`src/a64ex_ram.sv`:
```
`timescale 1ns / 1ps
// ----------------------------------------------------------------------------
// a64ex_ram: generic single write, single read RAM
// One write port and one read port with registered read data.
// ----------------------------------------------------------------------------
module a64ex_ram #(
  parameter int WIDTH = 64,
  parameter int DEPTH = 32
) (
  input  logic                     clk,
  input  logic                     we,
  input  logic [$clog2(DEPTH)-1:0] waddr,
  input  logic [WIDTH-1:0]         wdata,
  input  logic                     re,
  input  logic [$clog2(DEPTH)-1:0] raddr,
  output logic [WIDTH-1:0]         rdata
);

  logic [WIDTH-1:0] mem [DEPTH];
  logic [WIDTH-1:0] rdata_r;

  // write port and registered read port
  always_ff @(posedge clk) begin
    if (we) begin
      mem[waddr] <= wdata;
    end
    if (re) begin
      rdata_r <= mem[raddr];
    end
  end

  assign rdata = rdata_r;

endmodule

```
`config.mk`:
```
export PLATFORM = sky130hd
export DESIGN_NAME = a64ex_ram
export DESIGN_NICKNAME = d
export VERILOG_FILES = /design/src/a64ex_ram.sv
export SDC_FILE = /design/constraint.sdc
export NUM_CORES = 2
export LEC_CHECK = 0
export ABC_AREA = 1
export ABC_CLOCK_PERIOD_IN_PS = 4550
export BUFFER_PORTS_ARGS = -buffer_cell sky130_fd_sc_hd__buf_2
export CAP_MARGIN = 30
export CORE_MARGIN = 5
export CORE_UTILIZATION = 50
export DETAILED_ROUTE_END_ITERATION = 10
export PLACE_DENSITY = 0.68
export SYNTH_ARGS = -nofsm -noshare
export SYNTH_HDL_FRONTEND = slang
export SYNTH_SLANG_ARGS = --single-unit
```
`constraint.sdc`:
```
create_clock -name clk -period 4.55 [get_ports clk]
set_input_delay 0.91 -clock clk [delete_from_list [all_inputs] [get_ports clk]]
set_output_delay 0.91 -clock clk [all_outputs]
set_load 0.005 [all_outputs]
```
==> flow_summary_export.csv <==
group,metric,value,unit
cts,clk_pin_slew,0.07,ns
setup_path,reg2reg_depth,6,
synth,yosysWarnings,0,
finish,syn2layout_area_growth,12.1,%
setup_path,rrSetupSlack,3.13,ns
setup_path,worst-path-max-fanout,226,
setup_path,critPathCaptureType,"flip-flop",
timing,period_share,55.6,%
cts,clockRootBuffer,"clkbuf_16",
cts,cts_max_level,4,
finish,postLayoutCoreUtil,56.2,%
power,leakage,33.1,nW
cts,cts_tree,"done",
power,powerDensity,428,nW/um2
floorplan,pin_count,141,
placed_design,place_congestion,0.783,
floorplan,die-area,176000,um2
setup_path,start_kind,"primary input",
route,wl_met1,91100,um
min_path,holdPathEnd,"mem[26][41]$_DFFE_PP_",
route,vias_per_cell,5.93,
cts,clockBufferDepth,3,
timing,maxClockFrequency,395,MHz
grt,grt_max_degree,227,
timing,tns,0,ns
timing,hold_violations,0,
timing,setup_viol,0,
route,routed-wl-met2,108000,um
route,drc,0,
min_path,min-delay-start,"wdata[41]",
floorplan,chipHeight,419,um
synth,syn_area,83600,um2
cts,clkLatencyLatePin,0.83,ns
setup_path,r2r_end,"rdata[22]$_DFFE_PP_",
grt,grt.overflow.total,0,
cts,ctsHoldBuffers,0,
timing,maxSlewViolCount,0,
cts,cts_setup_buffers,0,
route,first_pass_iters,5,
timing,worst_pin_slew,1.18,ns
placed_design,dp_hpwl,109000,um
timing,rsz0062_at_grt,"no",
cts,clkSinkCount,2112,
placed_design,dp_cells,8828,
route,ant_nets,0,
floorplan,rows,150,
min_path,whs_path_depth,1,
floorplan,start_util,50.2,%
synth,postSynthCellCount,6768,
grt,antenna_found_initial,22,
power,peakVddDrop,0.000365,V
timing,final.min_clock_period,2.53,ns
run_status,outcome,"completed",
setup_path,timing.rr.start,"mem[28][22]$_DFFE_PP_",
run,cap_violations,0,
min_path,hp-class,"primary input to flip-flop",
setup_path,crit_required,5.13,ns
finish,nets,6906,
synth,avgSynthCellArea,12.4,um2
synth,synth_seq_cells,2112,
finish,drive_above_1_share,8.53,%
route,vias,54600,
setup_path,startpoint,"raddr[0]",
grt,grt_pass1_wl,340000,um
synth,synth.distinct_cells,12,
synth,syn_nets,6845,
cts,cts-buffers-inserted,203,
grt,grt_pass1_vias,52100,
route,drtIter0Drc,7894,
route,wirelength,231000,um
route,wl_met3,24600,um
route,wl_per_cell,25.1,um
timing,slew_headroom,21.2,%
setup_path,cp.arrival,3.11,ns
timing,skew,0.0362,ns
setup_path,crit_type,"primary input to flip-flop",
floorplan,core_area,167000,um2
placed_design,portBuffers,140,
floorplan,die_x,419,um
route,routed.top_layer,"met5",
cts,cts_resized,0,
grt,track_usage,26.1,%
finish,stdcell_count,9207,
synth,synth-seq-area-share,75.8,%
==> flip-flops by register name, indices dropped and copies added, names as in the netlist <==
signal,cells
mem,2048
rdata,64
==> cells in the mapped netlist <==
library cell	number	area, um2
buf_1	49	184
buf_2	275	1380
buf_4	28	210
buf_6	4	45.0
clkbuf_1	82	308
edfxtp_1	2112	63400
inv_1	7	26.3
inv_2	2	7.51
inv_4	1	6.26
nand2_1	2376	8920
nand3_1	1800	9010
nor2_1	32	120
==> routing by layer <==
layer | global-route usage (%) | up-vias
met1 | 36.9 | 26800
met4 | 8.30 | 18
met2 | 41.8 | 3100
met3 | 4.57 | 498
met5 | 0 | -
li1 | - | 24200
==> layout make-up <==
type | instances | area, um2
antenna | 16 | 40.0
clock buffer | 256 | 5320
clock inverter | 107 | 937
fill | 13300 | 72900
inverter | 10 | 76.3
multi-input combinational | 4208 | 18300
sequential | 2112 | 63400
tap | 2204 | 2760
timing repair buffer | 294 | 2900
==> worst max-delay path by stage <==
| stage | slack, ns | end |
|---|---|---|
| 2_1_floorplan | 0.18 | mem[8][0]$_DFFE_PP_ |
| 3_5_place_dp | 1.33 | rdata[58]$_DFFE_PP_ |
| 5_1_grt | 1.97 | rdata[39]$_DFFE_PP_ |
| 3_3_place_gp | 1.34 | rdata[39]$_DFFE_PP_ |
| 6_report | 2.02 | rdata[15]$_DFFE_PP_ |
| 4_1_cts | 2.03 | rdata[4] |
==> worst max-delay path, stage by stage <==
cell	delay, ns
buf_8	0.39
inv_16	0.31
buf_12	0.46
nand2_1	0.11
nand3_1	0.07
nand3_1	0.14
nand2_1	0.08
nand2_1	0.07
nand2_1	0.07
nand2_1	0.06
nand2_1	0.08
==> power by group <==
part           switching (mW)  leakage [nW]  internal (mW)
combinational            1.69          11.0          0.604
clock                    7.11          3.02           8.94
sequential             0.0923          19.1           21.7
==> cells in the final DEF, fill, tap and decap left out <==
| master | n |
|---|---|
| nand2_1 | 2376 |
| edfxtp_1 | 2112 |
| nand3_1 | 1800 |
| clkbuf_16 | 205 |
| buf_2 | 134 |
| buf_12 | 80 |
| buf_4 | 76 |
| clkbuf_1 | 51 |
| clkinv_1 | 47 |
| nor2_4 | 32 |
| clkinv_2 | 25 |
| diode_2 | 16 |
| bufinv_16 | 12 |
| clkinvlp_4 | 8 |
| inv_6 | 7 |
| inv_1 | 5 |
| clkinv_8 | 4 |
| buf_8 | 3 |
| inv_16 | 2 |
| inv_8 | 2 |
| clkinv_4 | 2 |
| clkinv_16 | 2 |
| inv_4 | 1 |
| buf_6 | 1 |
==> through the flow <==
step	setup slack, ns	instance area [um2]	hold WS (ns)	power [mW]
after floorplan	0.176	83600	0.716	23.5
after global placement	1.34	87400	0.756	24.4
after detailed placement	1.33	87400	0.759	24.5
after CTS	2.03	93700	0.504	40.3
after global routing	1.97	93700	0.564	41.4
final	2.02	93700	0.570	40.2
==> logic make-up after synthesis <==
logic type | Yosys count | synth area share, %
simple gates | 4208 | 21.6
flops | 2112 | 75.8
buf+inv | 448 | 2.59
No activity file was read; power rests on OpenSTA's default activity.
